**src/rtl/vfc_pkg.sv**
```systemverilog
// Shared constants, types and helpers of the voxel face culler.
package vfc_pkg;

   localparam int MAX_EDGE    = 32;
   localparam int COORD_W     = $clog2(MAX_EDGE);
   localparam int ROW_W       = 1 << COORD_W;
   localparam int ROW_ADDR_W  = 2 * COORD_W;
   localparam int ROWS        = 1 << ROW_ADDR_W;

   localparam int VOX_W       = 5;
   localparam int VALUE_W     = 8;
   localparam int EDGE_W      = 6;
   localparam int ORIGIN_W    = 21;
   localparam int POS_W       = 22;
   localparam int KIND_W      = 3;
   localparam int NFACE       = 6;
   localparam int CMP_W       = 8;
   localparam int CSR_IDX_W   = 2;
   localparam int QUEUE_DEPTH = 2;

   localparam int REQ_TDATA_W = 24;
   localparam int RSP_TDATA_W = 72;

   localparam logic [EDGE_W-1:0] EDGE_RESET = EDGE_W'(16);

   localparam logic [CSR_IDX_W-1:0] CSR_CHUNK_EDGE = 2'd0;
   localparam logic [CSR_IDX_W-1:0] CSR_ORIGIN_X   = 2'd1;
   localparam logic [CSR_IDX_W-1:0] CSR_ORIGIN_Y   = 2'd2;
   localparam logic [CSR_IDX_W-1:0] CSR_ORIGIN_Z   = 2'd3;

   typedef enum logic [0:0] {
      CMD_LOAD  = 1'b0,
      CMD_QUERY = 1'b1
   } cmd_code_type;

   typedef enum logic [KIND_W-1:0] {
      FACE_LEFT  = 3'd0,
      FACE_RIGHT = 3'd1,
      FACE_DOWN  = 3'd2,
      FACE_UP    = 3'd3,
      FACE_FRONT = 3'd4,
      FACE_BACK  = 3'd5
   } face_type;

   // One classified word on its way from the front to the back
   typedef struct packed {
      logic                    is_query;
      logic                    solid;
      logic [COORD_W-1:0]      x;
      logic [COORD_W-1:0]      y;
      logic [COORD_W-1:0]      z;
      logic [NFACE-1:0]        nb_in;
      logic signed [POS_W-1:0] pos_x;
      logic signed [POS_W-1:0] pos_y;
      logic signed [POS_W-1:0] pos_z;
   } cmd_type;

   function automatic logic [COORD_W-1:0] to_coord(input logic [VOX_W-1:0] v);
      logic [CMP_W-1:0] w;
      w = CMP_W'(v);
      return w[COORD_W-1:0];
   endfunction

endpackage

```
**src/rtl/vfc_front.sv**
```systemverilog
// Front end: accept request words, drop those outside the chunk, classify the rest.
module vfc_front import vfc_pkg::*; (
   input  logic                   req_tvalid,
   output logic                   req_tready,
   input  logic [REQ_TDATA_W-1:0] req_tdata,   // vox_x, vox_y, vox_z, voxel_value, zero pad
   input  logic                   req_tuser,   // command
   input  logic [EDGE_W-1:0]      chunk_edge,
   input  logic [ORIGIN_W-1:0]    origin_x,
   input  logic [ORIGIN_W-1:0]    origin_y,
   input  logic [ORIGIN_W-1:0]    origin_z,
   input  logic                   clear_busy,
   input  logic                   q_full,
   output logic                   q_push,
   output cmd_type                q_entry
);

   logic [VOX_W-1:0]   vx, vy, vz;
   logic [VALUE_W-1:0] value;
   logic [CMP_W-1:0]   edge_c, xc, yc, zc;
   logic               in_chunk;

   always_comb begin
      vx    = req_tdata[VOX_W-1:0];
      vy    = req_tdata[2*VOX_W-1:VOX_W];
      vz    = req_tdata[3*VOX_W-1:2*VOX_W];
      value = req_tdata[3*VOX_W+VALUE_W-1:3*VOX_W];

      // saturate the edge at the map size
      edge_c = CMP_W'(chunk_edge);
      if (edge_c > CMP_W'(MAX_EDGE)) begin
         edge_c = CMP_W'(MAX_EDGE);
      end
      xc = CMP_W'(vx);
      yc = CMP_W'(vy);
      zc = CMP_W'(vz);
      in_chunk = (xc < edge_c) && (yc < edge_c) && (zc < edge_c);

      q_entry.is_query = (req_tuser == CMD_QUERY);
      q_entry.solid    = (value != '0);
      q_entry.x        = to_coord(vx);
      q_entry.y        = to_coord(vy);
      q_entry.z        = to_coord(vz);
      q_entry.nb_in[FACE_LEFT]  = (vx != '0);
      q_entry.nb_in[FACE_RIGHT] = ((xc + CMP_W'(1)) < edge_c);
      q_entry.nb_in[FACE_DOWN]  = (vy != '0);
      q_entry.nb_in[FACE_UP]    = ((yc + CMP_W'(1)) < edge_c);
      q_entry.nb_in[FACE_FRONT] = (vz != '0);
      q_entry.nb_in[FACE_BACK]  = ((zc + CMP_W'(1)) < edge_c);
      q_entry.pos_x = {origin_x[ORIGIN_W-1], origin_x} + POS_W'(vx);
      q_entry.pos_y = {origin_y[ORIGIN_W-1], origin_y} + POS_W'(vy);
      q_entry.pos_z = {origin_z[ORIGIN_W-1], origin_z} + POS_W'(vz);

      req_tready = !q_full && !clear_busy;
      // drop anything outside the chunk: it never changes state or gives a result
      q_push     = req_tvalid && req_tready && in_chunk;
   end

endmodule

```
**config.mk**
```make
export PLATFORM = sky130hd
export DESIGN_NAME = vfc_front
export DESIGN_NICKNAME = d
export VERILOG_FILES = /design/src/rtl/vfc_pkg.sv /design/src/rtl/vfc_front.sv
export SDC_FILE = /design/constraint.sdc
export NUM_CORES = 1
export LEC_CHECK = 0
export ABC_AREA = 1
export BUFFER_PORTS_ARGS = -buffer_cell sky130_fd_sc_hd__clkbuf_2
export CAP_MARGIN = 0
export CORE_ASPECT_RATIO = 2
export CORE_UTILIZATION = 41
export DETAILED_ROUTE_END_ITERATION = 10
export PLACE_DENSITY_LB_ADDON = 0.25
export SLEW_MARGIN = 10
export SYNTH_ARGS = -nofsm -noshare
export SYNTH_HDL_FRONTEND = slang
export SYNTH_SLANG_ARGS = --single-unit
```
**constraint.sdc**
```tcl
create_clock -name vclk -period 1.5
set_input_delay 0.075 -clock vclk [all_inputs]
set_output_delay 0.075 -clock vclk [all_outputs]
set_load 0.005 [all_outputs]
```
# Word level (Yosys, flattened, before mapping)
# Cells that the tools add are included.
# word_totals
register_bits	0
output_inout_bits	91
elab_cells	25
# op_classes
n_addsub	6
order_cmp	7
muxes	1
reduce_logical	11
# op_table
op	count
$add A21 B6 Y22	3
$lt A5 B8 Y1	3
$add A5 B1 Y6 const B	3
$lt A6 B6 Y1	3
$reduce_bool A5 Y1	3
$reduce_bool A8 Y1	1
$gt A6 B6 Y1 const B	1
$mux W6	1
$logic_and A1 B1 Y1	5
$logic_not A1 Y1	2

# Longest topological paths before layout
# depth
depth_word	6
depth_mapped	12
depth_no_buf	12

# Worst setup path before layout
# Ideal clock, no wire load.
# synth_timing
kind	input-to-output
startpoint	in req_tdata[10]
endpoint	out q_entry[18] in the netlist's numbering
t_arrival_ps	1602
setup_slack_ps	-177
path_stages	11
path_cell_list	ha_1 inv_1 fa_1 nand3b_1 nand2_2 nand2_2 a21oi_4 nand2_2 nor2_4 nand3_1 xor2_1
# synth_rtl
element	line	text
start, declared	vfc_front.sv:5	input logic [REQ_TDATA_W-1:0] req_tdata,
end, declared	vfc_front.sv:14	output cmd_type q_entry

==> run metrics <==
number of diodes 0; final slew viol count 0; DP HPWL 8250 um; initial cell density of the core 43.0%; via/cell ratio 5.51; HP Class primary input to primary output; final worst slack -0.397 ns; Area contributors post-synth ha_1, xor2_1, nand2_1; wire per inst 17.9 um; max layer used met4; arrival time at the worst endpoint 1.82 ns; Post-Route WL 14600 um; first-pass GRT wire length 16900 um; Post-Route Setup TNS -7.07 ns; number of port buffers 185; most frequent cells in the layout clkbuf_2, buf_4, nand2_1, inv_1, xor2_1; Post-Place Cells 781; Power Total 1940 uW; All-Layer GR Usage 29.4%; fin area 5720 um^2; register area 0 um^2; Mapped Cells 454; drt initial violations 203; final setup fails 48; Worst Hold Depth 0; Crit. End Element primary output; DP Area 4330 um^2; global placement routability congestion 0.844; P_leak 0.00301 uW; outcome finished with violations; Worst path most repeated cell nand2_1; WL met1 4410 um; proportion of layout cells with a drive suffix above 1 58.5%; die area 7360 um^2; cell family with most CP delay buffers and inverters; sequential-to-total area share from yosys stat 0%; Peak VDD IR 222 uV; GRT Residual Overflow 0; Hold Vio Cnt, Final 0; Core ar. 6670 um^2; io pins 188; startpoint types primary input; critical path depth 13; failing checks setup timing; Cell Pwr Density 339 nW/um^2; vias in the first global route 4138; number of distinct library cells after synthesis 34; most common cell after layout, fill and taps aside clkbuf_2; CP max stage delay 0.29 ns; chip width 61.2 um; via count 4492; CP max FO 4; f_max 527 MHz; clock buffer count 0; Cell Area, Synth 2870 um^2; Area Growth Syn to Fin 99.2%; crit-path cells buf_8 > buf_6 > ha_4 > nand3_2 > xor2_1 > inv_1 > ha_1 > nand2_1 > inv_2 > o21ai_2 > nand2_1 > a41oi_2 > buf_2; Mapped Nets 602; crit share post-route 126%; Fin Hold WS 0.150 ns; CP max-delay cell ha_1; DR pass1 iterations 5; Buf/Inv on CP 5; post-synth top area cell ha_1; CP required 1.42 ns; met2 wire length 8170 um; Synth top area share 20.9%; Post-Layout Cell Count 815; row count 42; Worst-Margin Slew 0.587 ns; Slew HR 60.5%; Layout Nets 877; Max Cap Violations 0; sequential cells 0; largest net degree at the start of global routing 7; CP Class primary input to primary output; ANT nets after route 0; fin crit period 1.90 ns; DRC viols 0; unrepaired setup endpoints after global routing true; Avg Cell Area, Syn 6.32 um^2; routed wl met3 770 um; initial antenna violation count 0; die height 120 um; Warnings, synthesis 0
-- Yosys cell counts (all sizes together) --
cell    number
inv         77
nand3       34
o22ai        2
xor2        47
nor3b        2
nor2        38
nor4         9
nand4        5
xnor2       18
o21a         1
nor3        14
a31oi        1
o21ai       15
nand3b       1
or2          1
buf         16
a41oi        3
o211ai       1
and3         1
nand2       97
ha          48
a21oi       19
fa           3
a21boi       1
-- timing repair --
item	4_1_cts	5_1_grt
hold endpoints to repair	0	0
pin swaps	74	72
endpoints found under the setup margin	54	55
hold buffers	0	0
resized for setup	123	164
buffers inserted	18	22
-- per-stage QoR --
| stage | worst slack [ns] | utilization (%) |
|---|---|---|
| 6_report | -0.397 | 85.6 |
| 3_5_place_dp | -0.411 | 64.9 |
| 5_1_grt | -0.475 | 85.6 |
| 4_1_cts | -0.311 | 76.2 |
| 3_3_place_gp | -0.349 | 64.9 |
| 2_1_floorplan | -0.135 | - |
-- final cells by class --
cell class | instances | area, um^2
multi-input combinational | 361 | 3290
fill | 369 | 958
inverter | 77 | 294
timing repair buffer | 289 | 2020
tap | 88 | 110
-- layer usage --
layer  global-route usage, %  vias to the layer above
met4                    12.5                        0
met5                       0                        -
met2                    63.0                      279
met1                    23.5                     2092
met3                    2.67                      105
li1                        -                     2016
-- path summary, 6_finish.rpt --
check	startpoint	to
setup / recovery	req_tdata[6]	q_entry[69]
hold / removal	req_tuser	q_entry[88]
-- power breakdown --
| part | internal, uW | leakage, uW | switching (uW) |
|---|---|---|---|
| sequential | 0 | 0 | 0 |
| clock | 0 | 0 | 0 |
| combinational | 943 | 0.00301 | 995 |
| total | 943 | 0.00301 | 995 |
-- cell families after synthesis --
kind of cell    share of synthesized area [%]
simple gates                             33.9
xor+xnor                                 19.8
fa+ha+maj                                23.0
buf+inv                                  14.3
compound gates                           8.94
Note: power is estimated with default switching activity, not from simulation.
