File: config.mk
export PLATFORM = sky130hd
export DESIGN_NAME = vfc_queue
export DESIGN_NICKNAME = d
export VERILOG_FILES = /design/src/rtl/vfc_pkg.sv /design/src/rtl/vfc_queue.sv
export SDC_FILE = /design/constraint.sdc
export NUM_CORES = 1
export LEC_CHECK = 0
export ABC_AREA = 1
export BUFFER_PORTS_ARGS = -buffer_cell sky130_fd_sc_hd__buf_4
export CORE_ASPECT_RATIO = 2
export CORE_MARGIN = 3
export CORE_UTILIZATION = 45
export CTS_CLUSTER_DIAMETER = 80
export DETAILED_ROUTE_END_ITERATION = 8
export HOLD_SLACK_MARGIN = 0.1
export PLACE_DENSITY = 0.67
export SYNTH_ARGS = -nofsm -noshare
export SYNTH_HDL_FRONTEND = slang
export SYNTH_SLANG_ARGS = --single-unit
File: constraint.sdc
create_clock -name clock -period 6.2 [get_ports clock]
set_clock_uncertainty 0.1 [all_clocks]
set_input_delay 1.24 -clock clock [delete_from_list [all_inputs] [get_ports clock]]
set_output_delay 1.24 -clock clock [all_outputs]
set_load 0.005 [all_outputs]
File: src/rtl/vfc_pkg.sv
// Shared constants, types and helpers of the voxel face culler.
package vfc_pkg;

   localparam int MAX_EDGE    = 32;
   localparam int COORD_W     = $clog2(MAX_EDGE);
   localparam int ROW_W       = 1 << COORD_W;
   localparam int ROW_ADDR_W  = 2 * COORD_W;
   localparam int ROWS        = 1 << ROW_ADDR_W;

   localparam int VOX_W       = 5;
   localparam int VALUE_W     = 8;
   localparam int EDGE_W      = 6;
   localparam int ORIGIN_W    = 21;
   localparam int POS_W       = 22;
   localparam int KIND_W      = 3;
   localparam int NFACE       = 6;
   localparam int CMP_W       = 8;
   localparam int CSR_IDX_W   = 2;
   localparam int QUEUE_DEPTH = 2;

   localparam int REQ_TDATA_W = 24;
   localparam int RSP_TDATA_W = 72;

   localparam logic [EDGE_W-1:0] EDGE_RESET = EDGE_W'(16);

   localparam logic [CSR_IDX_W-1:0] CSR_CHUNK_EDGE = 2'd0;
   localparam logic [CSR_IDX_W-1:0] CSR_ORIGIN_X   = 2'd1;
   localparam logic [CSR_IDX_W-1:0] CSR_ORIGIN_Y   = 2'd2;
   localparam logic [CSR_IDX_W-1:0] CSR_ORIGIN_Z   = 2'd3;

   typedef enum logic [0:0] {
      CMD_LOAD  = 1'b0,
      CMD_QUERY = 1'b1
   } cmd_code_type;

   typedef enum logic [KIND_W-1:0] {
      FACE_LEFT  = 3'd0,
      FACE_RIGHT = 3'd1,
      FACE_DOWN  = 3'd2,
      FACE_UP    = 3'd3,
      FACE_FRONT = 3'd4,
      FACE_BACK  = 3'd5
   } face_type;

   // One classified word on its way from the front to the back
   typedef struct packed {
      logic                    is_query;
      logic                    solid;
      logic [COORD_W-1:0]      x;
      logic [COORD_W-1:0]      y;
      logic [COORD_W-1:0]      z;
      logic [NFACE-1:0]        nb_in;
      logic signed [POS_W-1:0] pos_x;
      logic signed [POS_W-1:0] pos_y;
      logic signed [POS_W-1:0] pos_z;
   } cmd_type;

   function automatic logic [COORD_W-1:0] to_coord(input logic [VOX_W-1:0] v);
      logic [CMP_W-1:0] w;
      w = CMP_W'(v);
      return w[COORD_W-1:0];
   endfunction

endpackage

File: src/rtl/vfc_queue.sv
// Short queue between the front end and the back end.
module vfc_queue import vfc_pkg::*; (
   input  logic    clock,
   input  logic    reset,
   input  logic    push,
   input  cmd_type push_entry,
   output logic    full,
   input  logic    pop,
   output logic    empty,
   output cmd_type pop_entry
);

   localparam int PTR_W = (QUEUE_DEPTH > 1) ? $clog2(QUEUE_DEPTH) : 1;
   localparam int CNT_W = $clog2(QUEUE_DEPTH + 1);

   cmd_type          entries_ff [QUEUE_DEPTH];
   logic [PTR_W-1:0] wr_ptr_ff, wr_ptr_in;
   logic [PTR_W-1:0] rd_ptr_ff, rd_ptr_in;
   logic [CNT_W-1:0] count_ff, count_in;

   function automatic logic [PTR_W-1:0] advance(input logic [PTR_W-1:0] p);
      if (p == PTR_W'(QUEUE_DEPTH - 1)) begin
         return '0;
      end
      return p + PTR_W'(1);
   endfunction

   always_comb begin
      full      = (count_ff == CNT_W'(QUEUE_DEPTH));
      empty     = (count_ff == '0);
      pop_entry = entries_ff[rd_ptr_ff];
      wr_ptr_in = push ? advance(wr_ptr_ff) : wr_ptr_ff;
      rd_ptr_in = pop ? advance(rd_ptr_ff) : rd_ptr_ff;
      count_in  = count_ff;
      if (push && !pop) begin
         count_in = count_ff + CNT_W'(1);
      end else if (pop && !push) begin
         count_in = count_ff - CNT_W'(1);
      end
   end

   always_ff @(posedge clock) begin
      if (reset) begin
         wr_ptr_ff <= '0;
         rd_ptr_ff <= '0;
         count_ff  <= '0;
      end else begin
         wr_ptr_ff <= wr_ptr_in;
         rd_ptr_ff <= rd_ptr_in;
         count_ff  <= count_in;
      end
   end

   always_ff @(posedge clock) begin
      if (push) begin
         entries_ff[wr_ptr_ff] <= push_entry;
      end
   end

endmodule

# Yosys cells after proc, flatten, opt, wreduce, memory -nomap -nowiden

Memory sizes are Yosys's and may differ from the RTL's. A register that Yosys moved wholly into a read port is not among the register bits.
Cells that the tools add are included.

Register bits after elaboration: 4
Memories kept: 1
RAM bits: 178
Input bits: 93
Output and inout port bits: 91
Logic and storage cells: 27

Memories:

| name       | words | width | read ports | clocked after memory_dff | wr ports | line            | text |
|---|---|---|---|---|---|---|---|
| entries_ff | 2     | 89    | 1          | 1                        | 1        | vfc_queue.sv:16 | `cmd_type entries_ff [QUEUE_DEPTH];` |

Reductions and logical operators: 6
Eq/ne operators: 1
Add/subtract/negate cells: 4
Multiplexer cells: 12

Operator list:

| kind                                             | count |
|---|---|
| 2-to-1 mux 1 bit                                 | 10 |
| 2-to-1 mux 2 bit                                 | 2 |
| adder 1 bit, second input constant               | 2 |
| adder 2 x 1 -> 2 bit, second input constant      | 1 |
| == test 2 bit, second input constant             | 1 |
| logical AND 1 bit                                | 2 |
| zero test 1 bit                                  | 2 |
| zero test 2 bit                                  | 1 |
| nonzero test 2 bit                               | 1 |
| subtractor 2 x 1 -> 2 bit, second input constant | 1 |

# Longest topological paths before layout

Depth after elaboration: 4
Depth in mapped cells: 8
Depth with buffers taken out: 8

# Worst setup path before layout

Ideal clock, no wire load.

Kind: input to register
Start: in push
End: mem entries_ff[0][0] (netlist name), enable pin
Setup time: 0.540 ns
Data required time: 5.560 ns
Stages: 2
Buffers on the path: 0
Data arrival time: 5.007 ns
Path slack: 0.553 ns
Cells stage by stage: inv_1 nor2_1

Cells in the longest elaborated chain, start to end: 2

RTL lines:

| item                                   | line            | text |
|---|---|---|
| from (decl)                            | vfc_queue.sv:5  | `input logic push,` |
| 2-to-1 mux 1 bit                       | vfc_queue.sv:55 | `if (push) begin` |
| 2-to-1 mux 1 bit (not written as such) | vfc_queue.sv:56 | `entries_ff[wr_ptr_ff] <= push_entry;` |
| to (decl)                              | vfc_queue.sv:16 |  |

Every way passes these cells.

==> impl_metrics.csv <==
group,metric,value,unit
run_status,status,"finished clean",
detailed_routing,remaining_drc_errors,0,
placement,gp_congestion,0.723,
detailed_routing,vias,3430,
placement,port_buffers,183,
setup_path,cp-start-kind,"register",
global_routing,grt_pass1_wl,19100,um
final_layout,nFillCells,1130,
detailed_routing,viasPerCell,4.84,
yosys,ys_ff_latch,183,
floorplanning,row_count,62,
setup_path,cp_cell_sequence,"buf_4 > mux2_2 > buf_4",
power_and_ir_drop,clkPwrFrac,36.7,%
floorplanning,pin_count,184,
clock_tree,clkTransAtPathRegs,0.06,ns
yosys,synth_cell_type_count,16,
yosys,syn_nets,404,
timing,worst_slack,2.50,ns
timing,max_slew_margin,17.0,%
power_and_ir_drop,pwr_density_cell,315,mW/mm^2
timing,hold_viol,0,
detailed_routing,ant_nets,0,
clock_tree,postCtsHoldBufs,0,
clock_tree,cts_resized,0,
clock_tree,cts_tree,"yes",
setup_path,worst_ep_arrival_time,2.36,ns
yosys,synthesis.area,0.00668,sq mm
detailed_routing,wire_per_inst,18.3,um
final_layout,instances_no_fill,709,
timing,slew_viol_final,0,
yosys,avgSynthCellArea,21.5,sq um
clock_tree,cts-root-buf,"clkbuf_16",
global_routing,grt_pass1_vias,3751,
setup_path,required,4.86,ns
final_layout,drive_gt1_share,59.2,%
setup_path,slowest_delay,0.84,ns
floorplanning,die_h,178,um
yosys,yosys_warnings,0,
power_and_ir_drop,combPwrFrac,10.6,%
placement,place_ws,2.68,ns
timing,timing.final.crit_share,59.7,%
setup_path,worstPathMaxFanout,55,
setup_path,cpMostUsedCell,"buf_4",
floorplanning,die_area,0.0164,sq mm
timing,worst_pin_slew,1.24,ns
yosys,ys_seq_area_share,81.5,%
placement,detailed_place_hpwl,9070,um
power_and_ir_drop,p_seq_share,52.6,%
clock_tree,postCtsSetupBuffers,0,
detailed_routing,drtIter0Drc,185,
final_layout,num_antenna_cells,0,
timing,max_freq,0.270,GHz
final_layout,area_growth,32.1,%
power_and_ir_drop,p_int,2.20,mW
final_layout,regArea,0.00545,sq mm
power_and_ir_drop,ir_worst_vdd,0.231,mV
final_layout,multiInputGateArea,0.00114,sq mm
timing,setup_tns,0,ns
clock_tree,clk_latency,0.41,ns
floorplanning,start_util,46.3,%
floorplanning,design.core.area,0.0144,sq mm
global_routing,grt_max_degree,56,
detailed_routing,drt_first_pass_iters,4,
floorplanning,die_width,92.2,um
timing,whs,0.431,ns
clock_tree,numCtsBuffers,17,
global_routing,overflow,0,
setup_path,slowest_stage,"dfxtp_4",
placement,dp_cells,679,
power_and_ir_drop,power,2.78,mW
worst_hold_path,hp-class,"reg -> reg",
detailed_routing,routed_wl,13000,um
yosys,synth_cells,310,
timing,report.final.setup_viol,0,
timing,period_needed,3.70,ns
power_and_ir_drop,netSwitchingFraction,20.7,%
power_and_ir_drop,p_leak,3.33,nW
power_and_ir_drop,power_switching,576,uW
global_routing,grt_use_total,15.9,%
setup_path,critPathBufInv,2,
worst_hold_path,hold_path_startpoint,"rd_ptr_ff",
clock_tree,clockBufferDepth,2,
setup_path,critPathTopFamily,"flip-flops",
clock_tree,clock_sinks,183,
setup_path,critPathKind,"reg -> out",
setup_path,reg2reg_from,"wr_ptr_ff",
setup_path,cp-end-kind,"primary output",
global_routing,antenna_found_initial,0,
timing,grt_setup_unrepaired,"false",
clock_tree,h-tree-depth,4,
final_layout,nets,600,
run,maxCapViolations,0,
[power groups by stage]
stage          sequential (mW)  combinational [mW]  clock (mW)
2_1_floorplan             1.47               0.140           0
3_3_place_gp              1.49               0.297           0
3_5_place_dp              1.49               0.301           0
4_1_cts                   1.46               0.303        1.04
5_1_grt                   1.47               0.319        1.09
6_report                  1.46               0.295        1.02
[tightest hold or removal path, cell delays in order (launching register included)]
cell and delay, ns:
dfxtp_1 0.33, xnor2_1 0.09, nor2_1 0.08
[logic make-up after synthesis]
kind of cell	share of synthesized area (%)
flops	81.5
buf+inv	1.54
compound gates	0.150
mux	15.6
fa+ha+maj	0.187
xor+xnor	0.131
simple gates	0.918
[area by class of cell]
type,instances,area share (%)
Clock buffer,19,4.91
Clock inverter,11,1.42
Inverter,9,0.397
Multi-Input combinational cell,108,12.9
Sequential cell,183,61.7
Tap cell,192,2.72
Timing Repair Buffer,187,15.9
[cells in the mapped netlist, drive strengths merged]
library cell	count	area share (%)
a21oi	1	0.075
buf	10	1.0
dfxtp	5	1.5
edfxtp	178	80
ha	1	0.19
inv	9	0.51
mux2	89	16
nand2	5	0.28
nand3	1	0.075
nand4	1	0.094
nor2	7	0.39
nor3	1	0.075
o21ai	1	0.075
xnor2	1	0.13
[cell usage in the layout (no fill, tap or decap)]
master / synthesis / layout
a21oi_1: 1 / 1
buf_4: 0 / 187
bufinv_16: 0 / 2
clkbuf_1: 0 / 2
clkbuf_16: 0 / 17
clkinv_1: 0 / 1
clkinv_2: 0 / 3
clkinvlp_4: 0 / 3
dfxtp_1: 5 / 4
dfxtp_4: 0 / 1
edfxtp_1: 178 / 178
ha_1: 1 / 1
inv_1: 9 / 8
inv_6: 0 / 2
inv_8: 0 / 1
mux2_2: 79 / 79
mux2_4: 10 / 10
nand2_1: 5 / 5
nand3_1: 1 / 1
nand4_1: 1 / 1
nor2_1: 7 / 6
nor2_4: 0 / 1
nor3_1: 1 / 1
o21ai_0: 1 / 1
xnor2_1: 1 / 1
[per-stage QoR]
stage	utilization, %	instance area (sq um)
final	61.2	8830
after global routing	61.2	8830
after CTS	61.2	8830
after detailed placement	57.3	8270
after global placement	57.3	8270
after floorplan	-	6680
[state kept, by name, summed over array words and instances, names as in the netlist, named ones only]
register    cells
count_ff        2
entries_ff    178
rd_ptr_ff       1
wr_ptr_ff       1
[worst paths after layout]
check | end | slack [ns] | cells after the start
hold reg to reg | register | 0.43 | 2
setup reg to reg | entries_ff[0][37] | 3.81 | 2
setup / recovery | pop_entry[11] | 2.50 | 3
hold / removal | register | 0.43 | 2
[metal layers]
layer | vias to the layer above | global-route usage, % | wire length, um
met1 | 1706 | 14.4 | 4070
li1 | 1595 | - | -
met5 | - | 0 | 0
met2 | 112 | 31.4 | 7910
met4 | 0 | 7.20 | 284
met3 | 17 | 4.94 | 693
No activity file was read; power rests on OpenSTA's default activity.
